--- src/rtl/core/wcp_pkg.sv ---
// Shared types, constants and helpers for the window coverage block.
// No dependencies; every other file in rtl/core refers to it by scoped names.

package wcp_pkg;

	// Field widths
	localparam int TIME_W   = 62;
	localparam int PERIOD_W = 32;
	localparam int MISS_W   = 64;
	localparam int COV_W    = 16;

	// Coverage scale: percent times 256
	localparam logic signed [COV_W-1:0] FULL_Q8     = 16'sd25600;
	localparam logic signed [COV_W-1:0] NEG_FULL_Q8 = -16'sd25600;
	localparam logic [15:0]             TWICE_FULL_Q8 = 16'd51200;
	localparam int                      SCALE_BITS  = 16;
	localparam int                      BIT_W       = $clog2(SCALE_BITS);

	// Job queue between front and back
	localparam int QUEUE_DEPTH = 2;
	localparam int QUEUE_AW    = $clog2(QUEUE_DEPTH);

	// Input item: one segment, or a bare window when no_segments is set
	typedef struct packed {
		logic                no_segments;
		logic                first_item;
		logic                last_item;
		logic [TIME_W-1:0]   seg_start_us;
		logic [TIME_W-1:0]   seg_end_us;
		logic [PERIOD_W-1:0] sample_period_us;
		logic [TIME_W-1:0]   window_start_us;
		logic [TIME_W-1:0]   window_end_us;
	} seg_item_t;

	// Result item
	typedef struct packed {
		logic signed [COV_W-1:0] coverage_q8;
		logic                    window_missed;
	} cov_item_t;

	// What the back end has to do for one waveform
	typedef enum logic [1:0] {
		JOB_MISSED = 2'd0,
		JOB_FULL   = 2'd1,
		JOB_CALC   = 2'd2
	} job_kind_t;

	typedef struct packed {
		job_kind_t         kind;
		logic [MISS_W-1:0] missing;
		logic [TIME_W-1:0] length;
	} job_t;

	// Add with saturation at all ones
	function automatic logic [MISS_W-1:0] sat_add(input logic [MISS_W-1:0] a,
	                                              input logic [MISS_W-1:0] b);
		logic [MISS_W:0] sum;
		sum = {1'b0, a} + {1'b0, b};
		return sum[MISS_W] ? {MISS_W{1'b1}} : sum[MISS_W-1:0];
	endfunction

endpackage

--- src/rtl/core/wcp_queue.sv ---
// Short job queue between the front and back ends.
// Depends on wcp_pkg.

module wcp_queue (
	input  logic          clk,
	input  logic          arst_n,
	input  logic          push,
	input  wcp_pkg::job_t wr_job,
	output logic          full,
	input  logic          pop,
	output wcp_pkg::job_t rd_job,
	output logic          empty
);

	wcp_pkg::job_t                entry_q [wcp_pkg::QUEUE_DEPTH];
	logic [wcp_pkg::QUEUE_AW-1:0] wr_ptr_q, rd_ptr_q;
	logic [wcp_pkg::QUEUE_AW:0]   count_q;

	localparam logic [wcp_pkg::QUEUE_AW-1:0] LAST_PTR = wcp_pkg::QUEUE_AW'(wcp_pkg::QUEUE_DEPTH - 1);
	localparam logic [wcp_pkg::QUEUE_AW:0]   DEPTH_CNT = (wcp_pkg::QUEUE_AW + 1)'(wcp_pkg::QUEUE_DEPTH);

	assign full   = (count_q == DEPTH_CNT);
	assign empty  = (count_q == '0);
	assign rd_job = entry_q[rd_ptr_q];

	// Advance pointers and count
	always_ff @(posedge clk or negedge arst_n) begin
		if (!arst_n) begin
			wr_ptr_q <= '0;
			rd_ptr_q <= '0;
			count_q  <= '0;
		end else begin
			if (push) begin
				wr_ptr_q <= (wr_ptr_q == LAST_PTR) ? '0 : wr_ptr_q + 1'b1;
			end
			if (pop) begin
				rd_ptr_q <= (rd_ptr_q == LAST_PTR) ? '0 : rd_ptr_q + 1'b1;
			end
			if (push && !pop) begin
				count_q <= count_q + 1'b1;
			end else if (pop && !push) begin
				count_q <= count_q - 1'b1;
			end
		end
	end

	// Store entries
	always_ff @(posedge clk) begin
		if (push) begin
			entry_q[wr_ptr_q] <= wr_job;
		end
	end

	assert property (@(posedge clk) disable iff (!arst_n) push |-> !full)
		else $error("job pushed into a full queue");
	assert property (@(posedge clk) disable iff (!arst_n) pop |-> !empty)
		else $error("job popped from an empty queue");
	assert property (@(posedge clk) disable iff (!arst_n) count_q <= DEPTH_CNT)
		else $error("queue count beyond its depth");

endmodule

--- config.mk ---
export PLATFORM = sky130hd
export DESIGN_NAME = wcp_queue
export DESIGN_NICKNAME = d
export VERILOG_FILES = /design/src/rtl/core/wcp_pkg.sv /design/src/rtl/core/wcp_queue.sv
export SDC_FILE = /design/constraint.sdc
export NUM_CORES = 1
export LEC_CHECK = 0
export BUFFER_PORTS_ARGS = -buffer_cell sky130_fd_sc_hd__buf_2
export CAP_MARGIN = 30
export CORE_ASPECT_RATIO = 1.4
export CORE_UTILIZATION = 45
export DETAILED_ROUTE_END_ITERATION = 6
export PLACE_DENSITY = 0.77
export SLEW_MARGIN = 20
export SYNTH_ARGS = -nofsm -noshare
export SYNTH_HDL_FRONTEND = slang
export SYNTH_SLANG_ARGS = --single-unit
--- constraint.sdc ---
create_clock -name clk -period 14.17 [get_ports clk]
set_clock_uncertainty 0.15 [all_clocks]
set_input_delay 2.834 -clock clk [delete_from_list [all_inputs] [get_ports clk]]
set_output_delay 2.834 -clock clk [all_outputs]
set_load 0.005 [all_outputs]
==> results of run 1 <==
metrics by stage:
stage,std cells,setup WS (ns),hold WS [ns]
2_1_floorplan,414,5.006,0.3055
3_3_place_gp,921,8.771,0.3233
3_5_place_dp,922,8.628,0.3417
4_1_cts,965,8.300,0.3539
5_1_grt,967,8.194,0.3811
6_report,968,8.411,0.3468
worst max path at each step:
stage,startpoint,end,slack [ns],cells past startpoint
after floorplan,push,entry_q[0][0]$_DFFE_PP_,5.01,1
after global placement,push,entry_q[0][38]$_DFFE_PP_,8.77,4
after detailed placement,push,entry_q[0][57]$_DFFE_PP_,8.63,4
after CTS,rd_ptr_q$_DFFE_PN0P_,rd_job[113],8.30,4
after global routing,rd_ptr_q$_DFFE_PN0P_,rd_job[89],8.19,4
final,rd_ptr_q$_DFFE_PN0P_,rd_job[93],8.41,4
cell type report:
type | count | area (um^2) | area share [%]
antenna | 2 | 5.005 | 0.04226
multi-input combinational | 139 | 1534 | 12.95
clock buffer | 26 | 639.4 | 5.399
clock inverter | 17 | 172.7 | 1.458
tap | 256 | 320.3 | 2.705
inverter | 1 | 3.754 | 0.03170
sequential | 260 | 7791 | 65.79
timing repair buffer | 267 | 1376 | 11.62
worst reg2reg max path: cells and delay by family, from the launching register on:
kind                   cells  cell delay [ns]
buffers and inverters      2             1.44
flip-flops                 1             0.43
AND/OR/NAND/NOR            1             0.45
layer usage:
| layer | GRT usage [%] | vias up | wire [um] |
|---|---|---|---|
| li1 | - | 2209 | - |
| met3 | 3.333 | 37 | 1092 |
| met5 | 0 | - | 0 |
| met1 | 17.57 | 2345 | 6537 |
| met4 | 6.275 | 0 | 545 |
| met2 | 29.05 | 190 | 9010 |
power by group through the flow:
stage	logic, mW	clock network (mW)	registers [mW]
2_1_floorplan	0.379	0	1.09
3_3_place_gp	0.550	0	1.09
3_5_place_dp	0.569	0	1.10
4_1_cts	0.573	0.666	1.09
5_1_grt	0.609	0.692	1.10
6_report	0.562	0.650	1.08
cells in the final DEF (no fill, tap or decap), drive strengths merged, types with 3 or more instances in the layout:
cell type,Yosys,layout
xor2,4,4
dfrtp,4,4
mux2,128,128
edfxtp,256,256
clkbuf,0,26
buf,14,267
bufinv,0,3
clkinv,0,13
state kept, by name, summed over array words and instances (netlist names):
signal and count:
entry_q 256, count_q 2, rd_ptr_q 1, wr_ptr_q 1
cells by family after synthesis:
family	Yosys count	share of synthesized area [%]
flip-flops	260	82.26
adder cells (fa/ha/maj)	1	0.1321
AND/OR/NAND/NOR	5	0.2776
multiplexers	128	15.23
buffers and inverters	15	1.639
XOR/XNOR	5	0.4626
==> results_dict.tcl, run 1 <==
set metrics [dict create \
    path_buf_inv 3 \
    clock-sinks 260 \
    cap_violations 0 \
    grt_max_degree 74 \
    synth_nets 547 \
    fin_setup_tns_ns 0 \
    die_h_um 173.6 \
    synth-async-reset-ratio_pct 1.538 \
    synth_commonest_cells "edfxtp_1, mux2_2, buf_6, dfrtp_1, xor2_1" \
    r2r_end "entry_q[0][76]$_DFFE_PP_" \
    fin_crit_sh_pct 40.64 \
    clock_latency_ns 0.51 \
    final_cell_area_um2 11840 \
    final_layout_size_suffix_gt1_share_pct 61.55 \
    r2r_setup_slack_ns 11.22 \
    ys_types 12 \
    dieArea_um2 21630 \
    tightest_slew_ns 0.9263 \
    clock-root-buffer "clkbuf_16" \
    crit_fanout 48 \
    core_area_um2 20560 \
    numCtsBuffers 24 \
    synthCells 414 \
    initial_core_util_pct 46.05 \
    p_switching_uw 594.6 \
    grt-ovfl-total 0 \
    postCtsHoldBufs 0 \
    cts_resized 0 \
    final_net_count 826 \
    synth_edf_count 256 \
    hpwl_mm 11.19 \
    slew_viol_final 0 \
    outcome "finished clean" \
    first_pass_iters 4 \
    whs_endpoint "count_q[1]$_DFFE_PN0P_" \
    end_kind "primary output" \
    p_seq_share_pct 47.1 \
    ir_drop_v 0.0001245 \
    synthFlopType "edfxtp_1" \
    area_growth_syn_to_layout_pct 25.10 \
    viasPerCell 4.939 \
    num_rows 62 \
    rsz0062_at_grt "false" \
    worst_path_largest_cell_delay_ns 0.82 \
    critical_path_class "flip-flop to primary output" \
    grt_usage_pct 15.77 \
    r2r-start "wr_ptr_q$_DFFE_PN0P_" \
    htreeDepth 1 \
    avgSynthCellArea_um2 22.87 \
    io_pins 262 \
    synth-seq-area-share_pct 82.26 \
    drc_errors 0 \
    crit_required_ns 11.19 \
    p_per_area_nw_per_um2 193.6 \
    swShare_pct 25.94 \
    finalSetupViolCount 0 \
    reg2reg_depth 3 \
    yosys.area.top_type "edfxtp_1" \
    clockPowerShare_pct 28.3 \
    clk_pin_slew_worst_paths_ns 0.07 \
    wire_per_inst_um 17.75 \
    wl_mm 17.19 \
    hold_viol 0 \
    ant_nets 0 \
    cp_slowest_cell "dfrtp_4" \
    total_power_mw 2.292 \
    dpl_cell_area_um2 11010 \
    p_leak_nw 4.469 \
    start_kind "flip-flop" \
    pwr-share-comb_pct 24.5 \
    gp_congestion 0.7107 \
    synth_most_common_cell "edfxtp_1" \
    grt_pass1_vias 5344 \
    tritoncts "built" \
    worstHoldPathCells 1 \
    drtIter0Drc 209 \
    cts_max_path_buffers 3 \
    max_freq_mhz 173.7 \
    port_buffers 261 \
    grt_pass1_wl_mm 26.88 \
    ys_seq_elements 260 \
    worst_hold_path_type "flip-flop to flip-flop" \
    crit_family "buffers and inverters" \
    layout_min_cycle_time_ns 5.759 \
    cp.arrival_ns 2.77 \
    internal-power_mw 1.698 \
    syn_area_um2 9467 \
    cp_cell_sequence "buf_4 -> buf_12 -> mux2_2 -> buf_2" \
    antenna_found_initial 2 \
    ys_top_cells_by_area "edfxtp_1, mux2_2, buf_6, dfrtp_1, xor2_1" \
    worstHoldStart "count_q[1]$_DFFE_PN0P_" \
    slew-limit-headroom_pct 38.25 \
    cts_post_setup_buffers_inserted 0 \
    synth_top_area_share_pct 81.21 \
    nFillCells 1529 \
    route.vias.total 4781 \
    yosysWarnings 0 \
    chipWidth_um 124.6 \
    fin_util_pct 57.61 \
]
(Power assumes the default switching activity.)
==> run 2, diff against run 1 <==
- clock period: 14.17 -> 6 ns (I/O delays scaled with it)
==> results_dict.tcl, run 2 (synthesized netlist as in run 1, its figures left out) <==
set metrics [dict create \
    outcome "finished clean" \
    crit_required_ns 4.65 \
    p_per_area_nw_per_um2 450.1 \
    nFillCells 1527 \
    layoutNonFillerInstCount 965 \
    setup_slack_ns 2.140 \
    clock-sinks 260 \
    finalSetupViolCount 0 \
    grt_usage_pct 15.87 \
    dp_slack_ns 2.625 \
    max_freq_mhz 259.1 \
    postCtsHoldBufs 0 \
    tritoncts "built" \
    top_register "entry_q" \
    tightest_slew_ns 0.7734 \
    layout_common_cells "buf_2, edfxtp_1, mux2_2, clkbuf_16, clkbuf_1" \
    wire_per_inst_um 18.15 \
    end_kind "primary output" \
    fin_crit_sh_pct 64.33 \
    final_common_cell "buf_2" \
    largest_registers "entry_q: 256 flops, count_q: 2 flops" \
    port_buffers 261 \
    cts_post_setup_buffers_inserted 0 \
    final_layout_size_suffix_gt1_share_pct 60.40 \
    rsz0062_at_grt "false" \
    layout_min_cycle_time_ns 3.860 \
    drc_errors 0 \
    cp.arrival_ns 2.51 \
    final_cell_area_um2 11730 \
    crit_fanout 47 \
    gp_congestion 0.7329 \
    grt-ovfl-total 0 \
    grt_pass1_vias 5278 \
    slew_viol_final 0 \
    antenna_found_initial 2 \
    hold_viol 0 \
    die_h_um 173.6 \
    route.vias.total 4820 \
    core_area_um2 20560 \
    ant_nets 0 \
    grt_pass1_wl_mm 27.05 \
    slew-limit-headroom_pct 48.44 \
    viasPerCell 4.995 \
    worst_hold_path_type "primary input to async pin" \
    io_pins 262 \
    fin_util_pct 57.06 \
    clk_pin_slew_worst_paths_ns 0.06 \
    numCtsBuffers 24 \
    cap_violations 0 \
    p_leak_nw 4.407 \
    htreeDepth 1 \
    cts_max_path_buffers 3 \
    hpwl_mm 11.70 \
    first_pass_iters 4 \
    initial_core_util_pct 46.05 \
    ir_drop_v 0.0003127 \
    chipWidth_um 124.6 \
    clock_latency_ns 0.50 \
    num_rows 62 \
    placed_cells 922 \
    final_net_count 825 \
    total_power_mw 5.279 \
    critical_path_class "flip-flop to primary output" \
    finalHoldWorstSlack_ns 0.3362 \
    area_growth_syn_to_layout_pct 23.91 \
    drtIter0Drc 198 \
    dpl_cell_area_um2 11010 \
    dieArea_um2 21630 \
    cts_resized 0 \
    clock-root-buffer "clkbuf_16" \
    wl_mm 17.52 \
    fin_setup_tns_ns 0 \
    largest_reg_flops 256 \
    start_kind "flip-flop" \
    grt_max_degree 106 \
]
run 2: final cells by class:
cell class	instances	area, um^2	area share (%)
Sequential cell	260	7791	66.42
Multi-Input combinational cell	139	1534	13.08
Antenna cell	2	5.005	0.04267
Tap cell	256	320.3	2.731
Clock buffer	32	651.9	5.557
Timing Repair Buffer	266	1356	11.56
Inverter	1	3.754	0.03200
Clock inverter	9	67.56	0.5760
run 2: where the power goes:
part | total (mW) | internal [mW] | switching, mW | leakage (nW)
combinational | 1.33 | 0.685 | 0.640 | 1.61
clock | 1.40 | 0.801 | 0.598 | 0.349
sequential | 2.55 | 2.41 | 0.142 | 2.45
run 2: path summary, 6_finish.rpt:
| path | from | to | slack, ns | cells after the start |
|---|---|---|---|---|
| setup / recovery | rd_ptr_q$_DFFE_PN0P_ | rd_job[43] | 2.14 | 3 |
| hold reg to reg | count_q[1]$_DFFE_PN0P_ | count_q[1]$_DFFE_PN0P_ | 0.35 | 1 |
| max in group asynchronous | arst_n | rd_ptr_q$_DFFE_PN0P_ | 5.23 | 1 |
| hold / removal | arst_n | count_q[1]$_DFFE_PN0P_ | 0.34 | 1 |
| min in group clk | count_q[1]$_DFFE_PN0P_ | count_q[1]$_DFFE_PN0P_ | 0.35 | 1 |
| setup reg to reg | wr_ptr_q$_DFFE_PN0P_ | entry_q[1][118]$_DFFE_PP_ | 3.71 | 2 |
run 2: per-layer routing:
| metal | track usage (%) | vias to the layer above | part of all wire (%) |
|---|---|---|---|
| met5 | 0 | - | 0 |
| met4 | 6.024 | 0 | 2.9 |
| met3 | 4.506 | 39 | 7.4 |
| met2 | 29.14 | 188 | 54 |
| met1 | 17.10 | 2390 | 36 |
| li1 | - | 2203 | - |
run 2: critical path: stages (launching register included):
cell and delay, ns:
dfrtp_4 0.83, buf_4 0.56, mux2_2 0.41, buf_2 0.13
