File: src/rtl/core/wcp_pkg.sv
// Shared types, constants and helpers for the window coverage block.
// No dependencies; every other file in rtl/core refers to it by scoped names.

package wcp_pkg;

	// Field widths
	localparam int TIME_W   = 62;
	localparam int PERIOD_W = 32;
	localparam int MISS_W   = 64;
	localparam int COV_W    = 16;

	// Coverage scale: percent times 256
	localparam logic signed [COV_W-1:0] FULL_Q8     = 16'sd25600;
	localparam logic signed [COV_W-1:0] NEG_FULL_Q8 = -16'sd25600;
	localparam logic [15:0]             TWICE_FULL_Q8 = 16'd51200;
	localparam int                      SCALE_BITS  = 16;
	localparam int                      BIT_W       = $clog2(SCALE_BITS);

	// Job queue between front and back
	localparam int QUEUE_DEPTH = 2;
	localparam int QUEUE_AW    = $clog2(QUEUE_DEPTH);

	// Input item: one segment, or a bare window when no_segments is set
	typedef struct packed {
		logic                no_segments;
		logic                first_item;
		logic                last_item;
		logic [TIME_W-1:0]   seg_start_us;
		logic [TIME_W-1:0]   seg_end_us;
		logic [PERIOD_W-1:0] sample_period_us;
		logic [TIME_W-1:0]   window_start_us;
		logic [TIME_W-1:0]   window_end_us;
	} seg_item_t;

	// Result item
	typedef struct packed {
		logic signed [COV_W-1:0] coverage_q8;
		logic                    window_missed;
	} cov_item_t;

	// What the back end has to do for one waveform
	typedef enum logic [1:0] {
		JOB_MISSED = 2'd0,
		JOB_FULL   = 2'd1,
		JOB_CALC   = 2'd2
	} job_kind_t;

	typedef struct packed {
		job_kind_t         kind;
		logic [MISS_W-1:0] missing;
		logic [TIME_W-1:0] length;
	} job_t;

	// Add with saturation at all ones
	function automatic logic [MISS_W-1:0] sat_add(input logic [MISS_W-1:0] a,
	                                              input logic [MISS_W-1:0] b);
		logic [MISS_W:0] sum;
		sum = {1'b0, a} + {1'b0, b};
		return sum[MISS_W] ? {MISS_W{1'b1}} : sum[MISS_W-1:0];
	endfunction

endpackage

File: src/rtl/core/wcp_front.sv
// Front end: accepts segment items, tracks gaps and builds one job per waveform.
// Depends on wcp_pkg.

module wcp_front (
	input  logic               clk,
	input  logic               arst_n,
	input  logic               seg_valid,
	output logic               seg_stall,
	input  wcp_pkg::seg_item_t seg,
	output logic               push,
	output wcp_pkg::job_t      job,
	input  logic               full
);

	typedef enum logic [5:0] {
		F_IDLE = 6'b000001,
		F_CALC = 6'b000010,
		F_GAP  = 6'b000100,
		F_ACC  = 6'b001000,
		F_TAIL = 6'b010000,
		F_PUSH = 6'b100000
	} front_state_t;

	front_state_t state_q;

	// Latched window and per-waveform state
	logic [wcp_pkg::TIME_W-1:0] win_start_q, win_end_q;
	logic [wcp_pkg::MISS_W-1:0] missing_q, pending_q;
	logic [wcp_pkg::TIME_W:0]   lone_q;
	logic                       start_found_q, end_found_q, acc_q;
	logic [wcp_pkg::TIME_W-1:0] lie_q, prev_end_q;
	logic [wcp_pkg::MISS_W-1:0] thr_q;
	logic [1:0]                 seg_cnt_q;

	// Current item
	logic [wcp_pkg::TIME_W-1:0]   s_q, e_q;
	logic [wcp_pkg::PERIOD_W-1:0] p_q;
	logic                         last_q, none_q;

	// Compare stage results
	logic [wcp_pkg::TIME_W-1:0]   lone_a_s1, lone_b_s1, gap_s1;
	logic                         reach_s1, sle_s1, gap_ok_s1;
	logic [wcp_pkg::PERIOD_W+1:0] p3_s1;

	// Tail stage results
	logic [wcp_pkg::TIME_W-1:0] tail_s1, len_s1;
	logic                       eq_s1, rev_s1;

	logic accept, clr, found_new;
	logic [wcp_pkg::MISS_W-1:0] thr_item;

	assign seg_stall = (state_q != F_IDLE);
	assign accept    = seg_valid && (state_q == F_IDLE);
	assign push      = (state_q == F_PUSH) && !full;
	assign clr       = (accept && (seg.no_segments || seg.first_item)) || push;
	assign found_new = start_found_q || reach_s1;
	// 2*end + 3*period: an interior gap counts when 2*start exceeds this
	assign thr_item  = {1'b0, e_q, 1'b0} + {{(wcp_pkg::MISS_W-wcp_pkg::PERIOD_W-2){1'b0}}, p3_s1};

	// Build the job for the finished waveform
	always_comb begin
		job.length  = len_s1;
		job.missing = '0;
		job.kind    = wcp_pkg::JOB_MISSED;
		if (none_q) begin
			job.kind = wcp_pkg::JOB_MISSED;
		end else if (eq_s1) begin
			job.kind = wcp_pkg::JOB_FULL;
		end else if (seg_cnt_q == 2'd1) begin
			job.kind    = rev_s1 ? wcp_pkg::JOB_FULL : wcp_pkg::JOB_CALC;
			job.missing = {1'b0, lone_q};
		end else if (!start_found_q || !end_found_q) begin
			job.kind = wcp_pkg::JOB_MISSED;
		end else begin
			job.kind    = rev_s1 ? wcp_pkg::JOB_FULL : wcp_pkg::JOB_CALC;
			job.missing = wcp_pkg::sat_add(missing_q, {2'b00, tail_s1});
		end
	end

	// Sequence one item and update the waveform state
	always_ff @(posedge clk or negedge arst_n) begin
		if (!arst_n) begin
			state_q       <= F_IDLE;
			win_start_q   <= '0;
			win_end_q     <= '0;
			missing_q     <= '0;
			pending_q     <= '0;
			lone_q        <= '0;
			start_found_q <= 1'b0;
			end_found_q   <= 1'b0;
			acc_q         <= 1'b0;
			lie_q         <= '0;
			prev_end_q    <= '0;
			thr_q         <= '0;
			seg_cnt_q     <= '0;
		end else begin
			case (state_q)
				F_IDLE: begin
					if (accept) begin
						if (seg.no_segments || seg.first_item) begin
							win_start_q <= seg.window_start_us;
							win_end_q   <= seg.window_end_us;
						end
						state_q <= seg.no_segments ? F_TAIL : F_CALC;
					end
				end
				F_CALC: state_q <= F_GAP;
				F_GAP: begin
					if (seg_cnt_q == 2'd0) begin
						lone_q <= {1'b0, lone_a_s1} + {1'b0, lone_b_s1};
					end
					if (seg_cnt_q != 2'd2) begin
						seg_cnt_q <= seg_cnt_q + 2'd1;
					end
					acc_q <= start_found_q && sle_s1;
					if (!start_found_q) begin
						if (reach_s1) begin
							start_found_q <= 1'b1;
							missing_q     <= {2'b00, lone_a_s1};
							pending_q     <= '0;
							if (sle_s1) begin
								end_found_q <= 1'b1;
								lie_q       <= e_q;
							end
						end
					end else if (gap_ok_s1) begin
						pending_q <= wcp_pkg::sat_add(pending_q, {2'b00, gap_s1});
					end
					if (found_new) begin
						prev_end_q <= e_q;
						thr_q      <= thr_item;
					end
					state_q <= F_ACC;
				end
				F_ACC: begin
					// confirm pending gaps once a segment starts inside the window
					if (acc_q) begin
						missing_q   <= wcp_pkg::sat_add(missing_q, pending_q);
						pending_q   <= '0;
						end_found_q <= 1'b1;
						lie_q       <= e_q;
					end
					state_q <= last_q ? F_TAIL : F_IDLE;
				end
				F_TAIL: state_q <= F_PUSH;
				F_PUSH: begin
					if (!full) begin
						state_q <= F_IDLE;
					end
				end
				default: state_q <= F_IDLE;
			endcase
			// drop the open waveform
			if (clr) begin
				missing_q     <= '0;
				pending_q     <= '0;
				lone_q        <= '0;
				start_found_q <= 1'b0;
				end_found_q   <= 1'b0;
				lie_q         <= '0;
				prev_end_q    <= '0;
				thr_q         <= '0;
				seg_cnt_q     <= '0;
			end
		end
	end

	// Item and compare registers
	always_ff @(posedge clk) begin
		if (accept) begin
			s_q    <= seg.seg_start_us;
			e_q    <= seg.seg_end_us;
			p_q    <= seg.sample_period_us;
			last_q <= seg.last_item;
			none_q <= seg.no_segments;
		end
		if (state_q == F_CALC) begin
			lone_a_s1 <= (s_q > win_start_q) ? s_q - win_start_q : '0;
			lone_b_s1 <= (e_q < win_end_q) ? win_end_q - e_q : '0;
			reach_s1  <= (e_q >= win_start_q);
			sle_s1    <= (s_q <= win_end_q);
			gap_s1    <= s_q - prev_end_q;
			gap_ok_s1 <= ({1'b0, s_q, 1'b0} > thr_q);
			p3_s1     <= {2'b00, p_q} + {1'b0, p_q, 1'b0};
		end
		if (state_q == F_TAIL) begin
			tail_s1 <= (lie_q <= win_end_q) ? win_end_q - lie_q : '0;
			len_s1  <= win_end_q - win_start_q;
			eq_s1   <= (win_end_q == win_start_q);
			rev_s1  <= (win_end_q < win_start_q);
		end
	end

endmodule

File: config.mk
export PLATFORM = sky130hd
export DESIGN_NAME = wcp_front
export DESIGN_NICKNAME = d
export VERILOG_FILES = /design/src/rtl/core/wcp_pkg.sv /design/src/rtl/core/wcp_front.sv
export SDC_FILE = /design/constraint.sdc
export NUM_CORES = 2
export LEC_CHECK = 0
export BUFFER_PORTS_ARGS = -buffer_cell sky130_fd_sc_hd__buf_2
export CORE_MARGIN = 4
export CORE_UTILIZATION = 31
export DETAILED_ROUTE_END_ITERATION = 6
export PLACE_DENSITY = 0.46
export SYNTH_ARGS = -nofsm -noshare
export SYNTH_HDL_FRONTEND = slang
export SYNTH_SLANG_ARGS = --single-unit
File: constraint.sdc
create_clock -name clk -period 54.5 [get_ports clk]
set_input_delay 0 -clock clk [delete_from_list [all_inputs] [get_ports clk]]
set_output_delay 0 -clock clk [all_outputs]
set_load 0.01 [all_outputs]
==> impl_results.md <==
* Fin cells at approximately 13000
* Critical path launch point type: flip-flop
* Multi-input logic area at 45400 um^2
* Switch share at 0.497
* Skew final at 0.0480 ns
* Clock buffer depth at 3
* Synth top area share at 0.198
* Vias per cell at 5.36
* Pwr/cell area at 64.1 nW/um^2
* Unique masters post-synth at roughly 110
* Yosys reg bits at 1021
* RSZ-0062 raised after global routing: no
* Fraction of layout cells with a size suffix above 1 at 0.0993
* Crit-path leading delay family: compound AO/OA/AOI/OAI gates
* Drt total wl at 311000 um
* CP Data Arrival Time at 5.63 ns
* # nets final at 10465
* EDFF count, synth at 507
* Pleak at slightly above 40 nW
* Register area at 28100 um^2
* Chip height at 506 um
* Clock power share at 0.156
* CORE AREA at 246000 um^2
* MaxCap Viol Count at 0
* Synth cell count leaders: nand2_1, ha_1, a21oi_1
* Setup TNS Final at 0 ns
* Initial antenna violation count at 8
* TritonRoute pass-1 iters at 6
* Worst relative slew slack at 0.174
* First-pass GRT wire length at 453000 um
* # setup viols final at 0
* Total die area at 256000 um^2
* Max VDD drop at 0.0424 mV
* CTS buffer count at about 130
* Syn_nets at 9655
* Comb pwr share at 0.611
* Routed vias at 68461
* Drt wl/cell at 24.3 um
* Crit-path max cell delay at 0.45 ns
* CP endpoint kind: output pin
* Worst R2R Setup Slack at 49.14 ns
* Largest net degree at the start of global routing at 123
* Cell area after synthesis at 76900 um^2
* Crit share post-route at 0.103
* Crit path top cell by count: o21ai_0
* Critical path's slowest cell: edfxtp_1
* Clock slew at reported path FFs at ~0.060 ns
* Top FF cell, synth: dfrtp_1
* Least-Margin Pin Slew at 1.24 ns
* Internal at 0.00299 W
* CTS root buf: clkbuf_16
* Clk sink count at 1021
* Fill count at about 25000
* Top-count cell post-synth: nand2_1
* Outcome: complete, no violations
* GPL Wtd Cong at roughly 0.96
* Sum of buffers and inverters on the critical path at 1
* Die width at 506 um
* Syn avg cell area at 9.00 um^2
* Required @ worst endpoint at 54.50 ns
* CP Cell Sequence: ha_1 -> fa_1 -> a211o_1 -> a2111oi_2 -> nor3_1 -> nor2_1 -> a41o_1 -> o31ai_2 -> a21oi_1 -> o221a_2 -> o21a_1 -> o21ai_0 -> xnor2_1 -> o21ai_0 -> buf_2
* CTS tree: done
* CTS H-tree depth at 4
* FP Rows at ~180
* Min Tclk post-route at 5.63 ns
* Final hold vios at 0
* Port Buf Inserts at 416
* Yosys top cell by area: edfxtp_1
* Post-CTS setup buffers at 0
* # DRC at 0
* Seq pwr share at 0.233
* Ports at 417
* Synth top area cells: edfxtp_1, dfrtp_1, ha_1, a21oi_1, nand2_1
* Seq/Total Area, Yosys at 0.365
* GR Util All Layers at 0.235
* Drt initial violations at 5668
* Via count of the first global-routing pass at 67924
* Crit-path max FO at 4
* Final ANT Viol Nets at 0
* Layout area overhead at 20.5%
* Starting Density at 0.312
* Yosys warns at 0
* Net Switching at 0.00295 W
* Achievable Freq at 177 MHz
* Worst-skew pair later-pin latency at ~0.8 ns
* Post-synth ARST share at 0.503
* GRT overflow at 0
* Placed Instances at roughly 12000
* Post-DP HPWL at 253000 um
* Fin. max-slew vios at 0
* Min-delay worst type: in -> reg
* Critical Setup Path Class: reg -> out
* Cells after Synth at 8543
-- flip-flops by register name, indices dropped and copies added (netlist names), 63 cells and up --
| signal | count |
|---|---|
| pending_q | 64 |
| lone_q | 63 |
| missing_q | 64 |
| thr_q | 64 |
-- layer usage --
layer / track usage / routed length (um)
met1: 0.360 / 158000
met2: 0.351 / 129000
met3: 0.0256 / 15700
met4: 0.0584 / 8170
met5: 0 / 31
-- logic make-up (layout without fill, tap and decap cells) --
logic type / after synthesis / after routing / share of synthesized area
AO/OA/AOI/OAI: 2642 / 2642 / 0.219
XOR/XNOR: 581 / 581 / 0.0662
adder cells (fa/ha/maj): 825 / 825 / 0.135
buffers and inverters: 901 / 1823 / 0.0455
flip-flops: 1021 / 1021 / 0.365
multiplexers: 127 / 127 / 0.0186
other: 0 / 4 / 0
AND/OR/NAND/NOR: 2446 / 2446 / 0.150
-- power by group through the flow --
stage               clock network, W  registers, W  logic (W)
global placement                   0       0.00138    0.00355
global route                0.000980       0.00140    0.00397
detailed placement                 0       0.00139    0.00354
floorplan                          0       0.00129    0.00241
finish                      0.000925       0.00138    0.00363
CTS                         0.000952       0.00137    0.00359
-- area by class of cell --
| cell class | instances | area share |
|---|---|---|
| Clock inverter | 63 | 0.00943 |
| Inverter | 527 | 0.0214 |
| Sequential cell | 1021 | 0.303 |
| Multi-Input combinational cell | 6621 | 0.491 |
| Antenna cell | 4 | 0.000108 |
| Tap cell | 3312 | 0.0448 |
| Timing Repair Buffer | 1049 | 0.0900 |
| Clock buffer | 184 | 0.0401 |
-- final timing paths --
check / cells after the start / end / from
setup / recovery: 15 / job[122] / tail_s1[0]$_SDFFCE_PN0P_
hold / removal: 4 / state_q[5]$_DFFE_PN0P_ / full
setup reg to reg: 15 / tail_s1[2]$_SDFFCE_PN0P_ / win_end_q[0]$_DFFE_PN0P_
hold reg to reg: 2 / acc_q$_DFFE_PN0P_ / acc_q$_DFFE_PN0P_
max in group asynchronous: 8 / win_end_q[26]$_DFFE_PN0P_ / arst_n
min in group asynchronous: 4 / lone_q[57]$_DFFE_PN0P_ / arst_n
-- metrics by stage --
step / total power, W / utilization / hold slack (ns) / area, um^2 / worst slack, ns
final: 0.00594 / 0.376 / 0.100 / 92600 / 48.87
after global routing: 0.00635 / 0.376 / 0.0592 / 92600 / 48.42
after CTS: 0.00592 / 0.376 / 0.0115 / 92600 / 48.63
after detailed placement: 0.00493 / 0.334 / 0.0113 / 82300 / 49.23
after global placement: 0.00494 / 0.334 / 0.00730 / 82300 / 49.05
after floorplan: 0.00370 / - / -0.296 / 76900 / 31.37
-- cell usage in the layout, fill, tap and decap left out, drive strengths merged, types with 26 or more instances in the layout --
cell         count
xor2           224
o211ai          46
a21o           413
inv            539
nor2           491
dfrtp          513
nor2b          107
nand4          183
nand3          275
o31ai          102
buf            488
and2            49
a31oi           74
clkbuf         184
edfxtp         507
a21boi          27
or3             26
o21ai          723
mux2           125
a21oi          727
nand2          908
nor3           103
nor4            26
nand2b         104
dlygate4sd3    561
o221ai          68
clkinv          35
o21bai         102
ha             814
a211oi          59
xnor2          357
and3            78
o21a            78
-- repair_timing --
action                     4_1_cts  5_1_grt
hold endpoints to repair       497        0
setup endpoints to repair        0        0
hold buffers                   562        0
gates resized for setup          0        0
-- worst min-delay path, delay by kind of cell --
kind          cells  cell delay (ns)
buf+inv           2             0.68
simple gates      2             0.18
No activity file was read; power rests on OpenSTA's default activity.
