==> src/rtl/core/wcp_pkg.sv <==
// Shared types, constants and helpers for the window coverage block.
// No dependencies; every other file in rtl/core refers to it by scoped names.

package wcp_pkg;

	// Field widths
	localparam int TIME_W   = 62;
	localparam int PERIOD_W = 32;
	localparam int MISS_W   = 64;
	localparam int COV_W    = 16;

	// Coverage scale: percent times 256
	localparam logic signed [COV_W-1:0] FULL_Q8     = 16'sd25600;
	localparam logic signed [COV_W-1:0] NEG_FULL_Q8 = -16'sd25600;
	localparam logic [15:0]             TWICE_FULL_Q8 = 16'd51200;
	localparam int                      SCALE_BITS  = 16;
	localparam int                      BIT_W       = $clog2(SCALE_BITS);

	// Job queue between front and back
	localparam int QUEUE_DEPTH = 2;
	localparam int QUEUE_AW    = $clog2(QUEUE_DEPTH);

	// Input item: one segment, or a bare window when no_segments is set
	typedef struct packed {
		logic                no_segments;
		logic                first_item;
		logic                last_item;
		logic [TIME_W-1:0]   seg_start_us;
		logic [TIME_W-1:0]   seg_end_us;
		logic [PERIOD_W-1:0] sample_period_us;
		logic [TIME_W-1:0]   window_start_us;
		logic [TIME_W-1:0]   window_end_us;
	} seg_item_t;

	// Result item
	typedef struct packed {
		logic signed [COV_W-1:0] coverage_q8;
		logic                    window_missed;
	} cov_item_t;

	// What the back end has to do for one waveform
	typedef enum logic [1:0] {
		JOB_MISSED = 2'd0,
		JOB_FULL   = 2'd1,
		JOB_CALC   = 2'd2
	} job_kind_t;

	typedef struct packed {
		job_kind_t         kind;
		logic [MISS_W-1:0] missing;
		logic [TIME_W-1:0] length;
	} job_t;

	// Add with saturation at all ones
	function automatic logic [MISS_W-1:0] sat_add(input logic [MISS_W-1:0] a,
	                                              input logic [MISS_W-1:0] b);
		logic [MISS_W:0] sum;
		sum = {1'b0, a} + {1'b0, b};
		return sum[MISS_W] ? {MISS_W{1'b1}} : sum[MISS_W-1:0];
	endfunction

endpackage

==> src/rtl/core/wcp_back.sv <==
// Back end: turns a job into a coverage result with a shared compare-subtract unit.
// Depends on wcp_pkg.

module wcp_back (
	input  logic               clk,
	input  logic               arst_n,
	input  logic               job_valid,
	output logic               pop,
	input  wcp_pkg::job_t      job,
	output logic               cov_valid,
	input  logic               cov_stall,
	output wcp_pkg::cov_item_t cov
);

	typedef enum logic [6:0] {
		B_IDLE = 7'b0000001,
		B_CHK  = 7'b0000010,
		B_RED  = 7'b0000100,
		B_DBL  = 7'b0001000,
		B_ADD  = 7'b0010000,
		B_TOT  = 7'b0100000,
		B_FIN  = 7'b1000000
	} back_state_t;

	back_state_t state_q;

	logic [wcp_pkg::MISS_W-1:0]  m_q;
	logic [wcp_pkg::TIME_W-1:0]  d_q, r_q, x_q;
	logic [15:0]                 q_q;
	logic                        q0_q;
	logic [wcp_pkg::BIT_W-1:0]   bit_q;
	logic [wcp_pkg::COV_W-1:0]   cov_q;
	logic                        missed_q;
	logic                        cov_valid_q;
	wcp_pkg::cov_item_t          cov_out_q;

	logic [wcp_pkg::TIME_W:0]    y, y_diff;
	logic                        y_ge;
	logic                        load;
	logic [16:0]                 t;
	logic [17:0]                 t_up;
	logic [17:0]                 cov_wide;

	assign pop       = (state_q == B_IDLE) && job_valid;
	assign load      = (state_q == B_FIN) && (!cov_valid_q || !cov_stall);
	assign cov_valid = cov_valid_q;
	assign cov       = cov_out_q;

	// Shared compare-subtract on the running remainder
	always_comb begin
		if (state_q == B_DBL) begin
			y = {x_q, 1'b0};
		end else begin
			y = {1'b0, x_q} + (wcp_pkg::TWICE_FULL_Q8[bit_q] ? {1'b0, r_q} : '0);
		end
		y_ge   = (y >= {1'b0, d_q});
		y_diff = y - {1'b0, d_q};
	end

	// Round the missing share half up and subtract from full coverage
	always_comb begin
		t        = {1'b0, q_q} + (q0_q ? {1'b0, wcp_pkg::TWICE_FULL_Q8} : 17'd0);
		t_up     = {1'b0, t} + 18'd1;
		cov_wide = {2'b00, wcp_pkg::FULL_Q8} - {1'b0, t_up[17:1]};
	end

	// Control sequence
	always_ff @(posedge clk or negedge arst_n) begin
		if (!arst_n) begin
			state_q     <= B_IDLE;
			cov_valid_q <= 1'b0;
		end else begin
			case (state_q)
				B_IDLE: begin
					if (job_valid) begin
						state_q <= (job.kind == wcp_pkg::JOB_CALC) ? B_CHK : B_FIN;
					end
				end
				B_CHK:   state_q <= (m_q >= {1'b0, d_q, 1'b0}) ? B_FIN : B_RED;
				B_RED:   state_q <= B_DBL;
				B_DBL:   state_q <= B_ADD;
				B_ADD:   state_q <= (bit_q == '0) ? B_TOT : B_DBL;
				B_TOT:   state_q <= B_FIN;
				B_FIN: begin
					if (load) begin
						state_q <= B_IDLE;
					end
				end
				default: state_q <= B_IDLE;
			endcase
			if (load) begin
				cov_valid_q <= 1'b1;
			end else if (!cov_stall) begin
				cov_valid_q <= 1'b0;
			end
		end
	end

	// Datapath registers
	always_ff @(posedge clk) begin
		case (state_q)
			B_IDLE: begin
				m_q      <= job.missing;
				d_q      <= job.length;
				missed_q <= (job.kind == wcp_pkg::JOB_MISSED);
				case (job.kind)
					wcp_pkg::JOB_FULL: cov_q <= wcp_pkg::FULL_Q8;
					default:           cov_q <= '0;
				endcase
			end
			B_CHK: begin
				cov_q <= wcp_pkg::NEG_FULL_Q8;
			end
			B_RED: begin
				if (m_q >= {2'b00, d_q}) begin
					r_q  <= m_q[wcp_pkg::TIME_W-1:0] - d_q;
					q0_q <= 1'b1;
				end else begin
					r_q  <= m_q[wcp_pkg::TIME_W-1:0];
					q0_q <= 1'b0;
				end
				x_q   <= '0;
				q_q   <= '0;
				bit_q <= wcp_pkg::BIT_W'(wcp_pkg::SCALE_BITS - 1);
			end
			B_DBL: begin
				x_q <= y_ge ? y_diff[wcp_pkg::TIME_W-1:0] : y[wcp_pkg::TIME_W-1:0];
				q_q <= {q_q[14:0], y_ge};
			end
			B_ADD: begin
				x_q   <= y_ge ? y_diff[wcp_pkg::TIME_W-1:0] : y[wcp_pkg::TIME_W-1:0];
				q_q   <= q_q + {15'd0, y_ge};
				bit_q <= bit_q - 1'b1;
			end
			B_TOT: begin
				cov_q <= cov_wide[wcp_pkg::COV_W-1:0];
			end
			default: begin
			end
		endcase
		if (load) begin
			cov_out_q.coverage_q8   <= cov_q;
			cov_out_q.window_missed <= missed_q;
		end
	end

	assert property (@(posedge clk) disable iff (!arst_n)
		(state_q == B_DBL || state_q == B_ADD) |-> (x_q < d_q))
		else $error("division remainder not below the window length");
	assert property (@(posedge clk) disable iff (!arst_n)
		cov_valid |-> (cov.coverage_q8 >= wcp_pkg::NEG_FULL_Q8 &&
		               cov.coverage_q8 <= wcp_pkg::FULL_Q8))
		else $error("coverage out of range");
	assert property (@(posedge clk) disable iff (!arst_n)
		(cov_valid && cov.window_missed) |-> (cov.coverage_q8 == '0))
		else $error("missed window with nonzero coverage");

endmodule

==> config.mk <==
export PLATFORM = sky130hd
export DESIGN_NAME = wcp_back
export DESIGN_NICKNAME = d
export VERILOG_FILES = /design/src/rtl/core/wcp_pkg.sv /design/src/rtl/core/wcp_back.sv
export SDC_FILE = /design/constraint.sdc
export NUM_CORES = 1
export LEC_CHECK = 0
export BUFFER_PORTS_ARGS = -buffer_cell sky130_fd_sc_hd__buf_2
export CAP_MARGIN = 30
export CORE_MARGIN = 2
export CORE_UTILIZATION = 40
export CTS_CLUSTER_DIAMETER = 120
export DETAILED_ROUTE_END_ITERATION = 6
export SYNTH_ARGS = -nofsm -noshare
export SYNTH_HDL_FRONTEND = slang
export SYNTH_SLANG_ARGS = --single-unit
==> constraint.sdc <==
create_clock -name clk -period 8.09 [get_ports clk]
set_clock_uncertainty 0.2 [all_clocks]
set_input_delay 0.4045 -clock clk [delete_from_list [all_inputs] [get_ports clk]]
set_output_delay 0.4045 -clock clk [all_outputs]
set_load 0.1 [all_outputs]
==> results.cfg, run 1 <==
[worst_setup_path]
end_kind = flip-flop
path_max_fanout = 5
crit_type = reg2reg
cp-start-kind = flip-flop
slowest_delay_ns = 0.37
regToRegSetupSlack_ns = 0.60
cp.required_ns = 8.18
endpoint = q_q[14]$_DFFE_PP_
path_buf_inv = 4
reg2reg_depth = 34
cp_slowest_cell = dfxtp_1
path_depth = 34
reg2reg_to = q_q[14]$_DFFE_PP_
crit_arrival_ns = 7.57
cp_top_family = compound AO/OA/AOI/OAI gates

[clocking]
cts_max_level = 2
cts_buffers = 41
ctsRootBufferMaster = clkbuf_16
postCtsSetupBuffers = 0
clockBufferDepth = 3
clock_sinks = 314
insertion_delay_ns = 0.59
clk_pin_slew_ns = 0.06
cts_tree = yes

[status]
run_status = completed

[placement]
place_hpwl_um = 57300
pre_cts_ws_ns = 0.450
dp_cells = 3686
port-buffer-count = 150
globalplace.congestion = 0.905

[power_and_ir_drop]
p_per_area_nw_per_um2 = 345
ir_drop_mv = 0.212
power_frac_clock_pct = 19.4
power_w = 0.0103
combinationalPowerShare_pct = 55.8
share_seq_of_total_power_pct = 24.8
switching_power_w = 0.00443
p_int_w = 0.00588
p_leak_nw = 12.5
swShare_pct = 43.0

[drt]
postRouteWirelength_um = 74600
num_vias = 21800
drc = 0
ant_nets = 0
via_per_inst = 5.59
drt_iter0_drc = 1491
routedWlPerCell_um = 19.1
drt_first_pass_iters = 5

[logic_synthesis]
synth.net_count = 3176
synth_cell_types = 98
synth.cell_area_sq_um = 25600
synth_ff_type = edfxtp_1
syn_avg_cell_area_sq_um = 9.19
synth-seq-cells = 314
yosys_warnings = 0
ys_seq_area_share_pct = 36.7
async_flop_share_pct = 2.55
synthCells = 2785
synth_edf_count = 305

[timing]
period_share_pct = 92.5
timing.fmax_mhz = 134
setup_slack_ns = 0.603
finalSetupViolations = 0
finalHoldViolations = 0
rsz0062_at_grt = no
period_needed_ns = 7.49
tns_ns = 0
finalMaxSlewViolations = 0
worst_pin_slew_ns = 0.875
slew_headroom_pct = 40.8

[layout]
layout_commonest_cell = a21oi_1
n_antenna_cell = 0
areaGrowthSynthToFinish_pct = 16.8
regArea_sq_um = 9380
layout_common_cells = a21oi_1 (326), edfxtp_1 (305), nor2_1 (269)
layout-drive-gt1-share_pct = 9.84
n_fill_cell = 6001
final_util_pct = 47.3
fin_cells = 3894
multiInputGateArea_sq_um = 15300
finalNetCount = 3406

[flow_run]
maxCapViolCount = 0

[grt]
grt_pass1_vias = 21200
grt_max_degree = 71
grt_pass1_wl_um = 117000
gr-total-overflow = 0
antenna_found_initial = 1
grt_usage_pct = 22.1

[min_path]
min_path_type = in2async

[die]
coreArea_sq_um = 63200
ios = 151
dieArea_sq_um = 66000
rows = 92
start_util_pct = 40.5
die_w_um = 257
die_y_um = 257
through the flow:
step	cell area (sq um)	hold slack [ns]
after floorplan	25600	-0.0911
final	29900	0.0173
after global placement	27100	0.0562
after global routing	29900	0.0302
after detailed placement	27100	0.0678
after CTS	29900	0.00120
sequential cells by signal, summed over array words and instances, names as in the netlist, named ones only:
signal / flops
q0_q: 1
cov: 17
r_q: 62
q_q: 16
state_q: 7
bit_q: 4
m_q: 64
x_q: 62
cov_q: 16
cov_valid: 1
missed_q: 1
d_q: 62
cell usage after synthesis, types with 78 or more instances:
cell type	n	area, sq um
inv_1	125	469
clkbuf_1	96	360
xor2_1	98	858
ha_1	256	3200
nor2_1	270	1010
a21o_1	110	826
and2_1	78	488
edfxtp_1	305	9160
a21oi_1	326	1630
nand2_1	210	788
o21ai_0	152	761
xnor2_1	111	972
layer usage:
metal  GRT usage, %  wire (um)  vias to the layer above
met5              0         13                        -
met4           6.52       1990                        2
met3           2.55       3410                      114
met2           36.3      34300                      600
met1           30.6      34900                    10300
li1               -          -                    10700
worst min-delay path by stage:
stage	cells after the start	end	slack, ns
6_report	2	state_q[6]$_DFFE_PN0P_	0.02
3_5_place_dp	1	cov_valid$_DFFE_PN0P_	0.07
4_1_cts	2	state_q[5]$_DFFE_PN0P_	0.001
3_3_place_gp	1	cov_valid$_DFFE_PN0P_	0.06
2_1_floorplan	0	cov_valid$_DFFE_PN0P_	-0.09
5_1_grt	2	state_q[5]$_DFFE_PN0P_	0.03
kinds of logic after synthesis:
kind of cell               count (synthesis)  synth area share, %
AOI/OAI and AO/OA                        841                 20.6
DFF                                      314                 36.7
xor gates and xnor gates                 209                 7.15
adders and majority gates                259                 12.8
and+or+nand+nor                          852                 16.2
muxes                                     67                 2.84
buffers and inverters                    243                 3.82
power groups by stage:
stage	combinational (W)	clock, W	sequential (W)
2_1_floorplan	0.00421	0	0.00264
3_3_place_gp	0.00551	0	0.00258
3_5_place_dp	0.00559	0	0.00258
4_1_cts	0.00569	0.00204	0.00256
5_1_grt	0.00632	0.00210	0.00259
6_report	0.00574	0.00200	0.00255
area by class of cell:
type | count | area share [%]
clock inverters | 27 | 1.15
flip-flops and latches | 314 | 31.4
repair buffers | 305 | 7.54
inverters | 125 | 1.59
multi-input cells | 2228 | 51.1
clock buffers | 49 | 3.74
well taps | 846 | 3.54
worst reg2reg max path: cells and delay by family (launching register included):
family                     cells  cell delay (ns)
DFF                            1             0.37
adders and majority gates      5             1.29
and+or+nand+nor                6             0.90
xor gates and xnor gates       2             0.37
AOI/OAI and AO/OA             17             3.66
buffers and inverters          4             0.44
repair_timing:
item / CTS / global route
hold endpoints to repair: 138 / 0
setup endpoints to repair: 0 / 9
hold buffers: 132 / 0
gates resized for setup: 0 / 4
(Power assumes the default switching activity.)
==> run 2, diff against run 1 <==
==> constraint.sdc (replaced) <==
create_clock -name clk -period 8.09 [get_ports clk]
set_clock_uncertainty 0.2 [all_clocks]
set_input_delay 0 -clock clk [delete_from_list [all_inputs] [get_ports clk]]
set_output_delay 0 -clock clk [all_outputs]
set_load 0.1 [all_outputs]
==> run 2 against run 1 <==
  * Sequential cell count is the same
  * Count of clock-buffer cells in the layout stayed put
  * Worst setup slack worse by 0.024 ns
  * Design area increased by 4.3%
  * Critical path depth stayed put
  * Largest cell class unchanged
  * Die area stayed put
  * Hold slack improved by 0.032 ns
==> results.cfg, run 2 (same netlist as run 1, synthesis figures left out) <==
[status]
run_status = completed

[worst_setup_path]
crit_arrival_ns = 7.59
cp_slowest_cell = dfxtp_1
path_max_fanout = 5
crit_type = reg2reg
cp-start-kind = flip-flop
cp.required_ns = 8.17
slowest_delay_ns = 0.37
reg2reg_depth = 34
end_kind = flip-flop
regToRegSetupSlack_ns = 0.58
reg2reg_to = q_q[14]$_DFFE_PP_

[clocking]
clockBufferDepth = 3
cts_tree = yes
cts_buffers = 41
ctsRootBufferMaster = clkbuf_16
postCtsSetupBuffers = 0
insertion_delay_ns = 0.59
cts_max_level = 2
clk_pin_slew_ns = 0.06
clock_sinks = 314

[drt]
via_per_inst = 5.52
drc = 0
drt_first_pass_iters = 5
met2WireLength_um = 35400
ant_nets = 0
wl_met3_um = 3360
postRouteWirelength_um = 76300
routed.top_layer = met5
routedWlPerCell_um = 19.0
drt_iter0_drc = 1547
num_vias = 22200
wl_met1_um = 35500

[layout]
stdcell_area_sq_um = 31200
n_fill_cell = 5897
layout_commonest_cell = a21oi_1
layout_common_cells = a21oi_1 (326), edfxtp_1 (305), nor2_1 (269)
areaGrowthSynthToFinish_pct = 21.9
layout-drive-gt1-share_pct = 9.45
n_antenna_cell = 0
finalNetCount = 3534
largest_reg_flops = 64
regArea_sq_um = 9380
top_register = m_q
multiInputGateArea_sq_um = 15300

[placement]
port-buffer-count = 150
globalplace.congestion = 0.905
place_area_sq_um = 27100
place_hpwl_um = 57300

[die]
coreArea_sq_um = 63200
die_y_um = 257
dieArea_sq_um = 66000
start_util_pct = 40.5
ios = 151
die_w_um = 257
rows = 92

[min_path]
holdPathStages = 4
holdPathEnd = cov_valid$_DFFE_PN0P_
hp-start = cov_stall
min_path_type = in2reg

[power_and_ir_drop]
ir_drop_mv = 0.194
p_leak_nw = 13.0
p_per_area_nw_per_um2 = 332
power_w = 0.0104

[timing]
period_needed_ns = 7.51
hold_ws_ns = 0.0491
tns_ns = 0
timing.fmax_mhz = 133
finalHoldViolations = 0
slew_headroom_pct = 40.4
rsz0062_at_grt = no
finalSetupViolations = 0
worst_pin_slew_ns = 0.895
finalMaxSlewViolations = 0
period_share_pct = 92.8

[grt]
grt_usage_pct = 22.6
antenna_found_initial = 1
grt_pass1_vias = 21800
grt_max_degree = 71
gr-total-overflow = 0
grt_pass1_wl_um = 120000

[flow_run]
maxCapViolCount = 0
## run 2: cell count changes in the layout (fill, tap and decap cells not counted), sizes merged
cell	previous run	this run
dlygate4sd3	132	260
## run 2: cell type report
cell class,count,area share (%)
multi-input cells,2228,49.0
flip-flops and latches,314,30.1
repair buffers,433,11.3
clock buffers,49,3.59
well taps,846,3.39
inverters,125,1.52
clock inverters,27,1.11
## run 2: per-stage QoR
stage	cells	setup slack, ns	utilization, %
global route	4022	0.0302	49.3
floorplan	2785	1.04	-
detailed placement	3686	0.450	42.9
CTS	4022	0.435	49.3
global placement	3684	0.662	42.9
finish	4022	0.580	49.3
## run 2: worst max path at each step
stage | from | to | slack, ns | depth (start not counted)
floorplan | flip-flop | q_q[15]$_DFFE_PP_ | 1.04 | 35
global placement | flip-flop | q_q[15]$_DFFE_PP_ | 0.66 | 30
detailed placement | flip-flop | q_q[15]$_DFFE_PP_ | 0.45 | 30
CTS | flip-flop | q_q[15]$_DFFE_PP_ | 0.43 | 30
global route | flip-flop | q_q[14]$_DFFE_PP_ | 0.03 | 31
finish | flip-flop | q_q[14]$_DFFE_PP_ | 0.58 | 34
## run 2: timing repair
item	4_1_cts	5_1_grt
hold endpoints to repair	159	0
resized for setup	0	4
hold buffers	260	0
setup endpoints to repair	0	9
## run 2: per-layer routing
metal / vias up / global-route usage (%)
li1: 10900 / -
met3: 117 / 2.62
met2: 600 / 37.5
met4: 2 / 6.75
met5: - / 0
met1: 10500 / 30.9
## run 2: report_power, final
part / switching (W) / leakage, nW / total [W] / internal (W)
Combinational: 0.00350 / 9.47 / 0.00580 / 0.00230
Sequential: 0.000177 / 2.85 / 0.00256 / 0.00238
Clock: 0.000766 / 0.717 / 0.00201 / 0.00124
Total: 0.00445 / 13.0 / 0.0104 / 0.00592
## run 2: worst max-delay path: cells and delay by family (launching register included)
kind	cells	cell delay, ns
AOI/OAI and AO/OA	17	3.65
adders and majority gates	5	1.28
and+or+nand+nor	6	0.90
buffers and inverters	4	0.44
xor gates and xnor gates	2	0.38
DFF	1	0.37
==> run 3, diff against run 2 <==
Settings changed: MAX_ROUTING_LAYER from default to met4.
Clock period 8.09 ns to 8.45 ns, I/O delays scaled along.
==> run 3 against run 2 <==
  * Hold slack better by 0.044 ns
  * Sequential share of layout area is 0.14 points higher
  * Largest cell class unchanged
  * Largest power group unchanged
  * Critical endpoint is now q_q[15]$_DFFE_PP_
  * Die area stayed put
  * Maximum frequency decreased by 4.0%
  * Design area decreased by 0.48%
==> results.cfg, run 3 (same netlist as run 1, synthesis figures left out) <==
[status]
run_status = completed

[placement]
port-buffer-count = 150
place_hpwl_um = 57500
dp_cells = 3680
place_area_sq_um = 27100
pre_cts_ws_ns = 0.516
globalplace.congestion = 0.951

[flow_run]
maxCapViolCount = 0

[drt]
via_per_inst = 5.56
drt_first_pass_iters = 5
drt_iter0_drc = 1537
routedWlPerCell_um = 19.3
drc = 0
num_vias = 22300
postRouteWirelength_um = 77500
ant_nets = 0

[worst_setup_path]
path_max_fanout = 37
cp_slowest_cell = o31ai_4
slowest_delay_ns = 0.47
cp.required_ns = 8.58
cp-start-kind = flip-flop
crit_type = reg2reg
crit_arrival_ns = 7.95
end_kind = flip-flop

[power_and_ir_drop]
swShare_pct = 43.7
combinationalPowerShare_pct = 56.8
ir_drop_mv = 0.200
share_seq_of_total_power_pct = 24.9
power_w = 0.00982
p_per_area_nw_per_um2 = 316
switching_power_w = 0.00429
p_int_w = 0.00553
p_leak_nw = 13.0
power_frac_clock_pct = 18.3

[timing]
period_needed_ns = 7.82
rsz0062_at_grt = no
slew_headroom_pct = 36.5
tns_ns = 0
finalSetupViolations = 0
setup_slack_ns = 0.629
finalMaxSlewViolations = 0
worst_pin_slew_ns = 0.952
finalHoldViolations = 0
period_share_pct = 92.6
timing.fmax_mhz = 128

[die]
die_w_um = 257
dieArea_sq_um = 66000
coreArea_sq_um = 63200
die_y_um = 257
rows = 92
ios = 151
start_util_pct = 40.5

[layout]
finalNetCount = 3530
largest_reg_flops = 64
fin_cells = 4019
n_fill_cell = 5827
top_register = m_q
stdcell_area_sq_um = 31000
layout-drive-gt1-share_pct = 9.14
areaGrowthSynthToFinish_pct = 21.3
layout_common_cells = a21oi_1 (326), edfxtp_1 (305), nor2_1 (269)
layout_commonest_cell = a21oi_1

[grt]
grt_pass1_vias = 22200
antenna_found_initial = 0
grt_max_degree = 70
gr-total-overflow = 0
grt_usage_pct = 23.7
grt_pass1_wl_um = 122000

[clocking]
cts_max_level = 2
postCtsSetupBuffers = 0
cts_tree = yes
clock_sinks = 314
ctsRootBufferMaster = clkbuf_16
clk_pin_slew_ns = 0.06
clockBufferDepth = 3
insertion_delay_ns = 0.58
cts_buffers = 42

[min_path]
min_path_type = in2reg
run 3: cell types whose count changed in the layout (fill, tap and decap cells not counted), moves of 2 or more:
cell	change
clkbuf_8	-2
buf_4	-6
bufinv_16	-4
inv_6	+2
clkbuf_1	+3
run 3: cell type report:
class / count / area [sq um] / area share, %
inverters: 125 / 474 / 1.53
repair buffers: 428 / 3500 / 11.3
flip-flops and latches: 314 / 9380 / 30.2
well taps: 846 / 1060 / 3.41
multi-input cells: 2228 / 15300 / 49.2
diodes: 1 / 2.50 / 0.00806
clock buffers: 50 / 1100 / 3.55
clock inverters: 27 / 253 / 0.814
run 3: path summary, 6_finish.rpt:
check                      depth (start not counted)  slack, ns                endpoint               start
min reg2reg                                        0       0.22        cov[5]$_DFFE_PP_  cov_q[4]$_DFFE_PP_
max                                               31       0.63       q_q[15]$_DFFE_PP_           flip-flop
min in group asynchronous                          3       0.23  state_q[3]$_DFFE_PN0P_              arst_n
min                                                4       0.09  state_q[0]$_DFFE_PN1P_           job_valid
max in group asynchronous                          3       7.51  state_q[0]$_DFFE_PN1P_              arst_n
max reg2reg                                       31       0.63       q_q[15]$_DFFE_PP_           flip-flop
run 3: metrics by stage:
| stage | hold slack [ns] | utilization [%] |
|---|---|---|
| 5_1_grt | 0.0939 | 49.1 |
| 2_1_floorplan | -0.496 | - |
| 4_1_cts | 0.0534 | 49.1 |
| 6_report | 0.0934 | 49.1 |
| 3_5_place_dp | -0.338 | 42.8 |
| 3_3_place_gp | -0.347 | 42.8 |
run 3: power by group through the flow:
stage          Clock (W)  Sequential, W  Combinational, W
2_1_floorplan          0        0.00253           0.00403
3_3_place_gp           0        0.00247           0.00529
3_5_place_dp           0        0.00247           0.00536
4_1_cts          0.00184        0.00245           0.00550
5_1_grt          0.00189        0.00248           0.00610
6_report         0.00180        0.00245           0.00557
run 3: per-layer routing:
layer | track usage, % | vias up | wire [um]
li1 | - | 10900 | -
met1 | 31.0 | 10600 | 35100
met2 | 38.5 | 684 | 35800
met3 | 2.83 | 130 | 4270
met4 | 7.14 | 0 | 2250
met5 | - | - | 0
run 3: critical path: cells and delay by family, from the launching register on:
kind	cells	cell delay (ns)
AO/OA/AOI/OAI	17	3.75
XOR/XNOR	1	0.13
adder cells (fa/ha/maj)	3	1.02
buffers and inverters	2	0.38
flip-flops	1	0.35
AND/OR/NAND/NOR	8	1.73
run 3: timing repair:
action,in CTS,in global routing
hold buffers,261,0
resized for setup,0,2
hold endpoints to repair,159,0
endpoints found under the setup margin,0,6
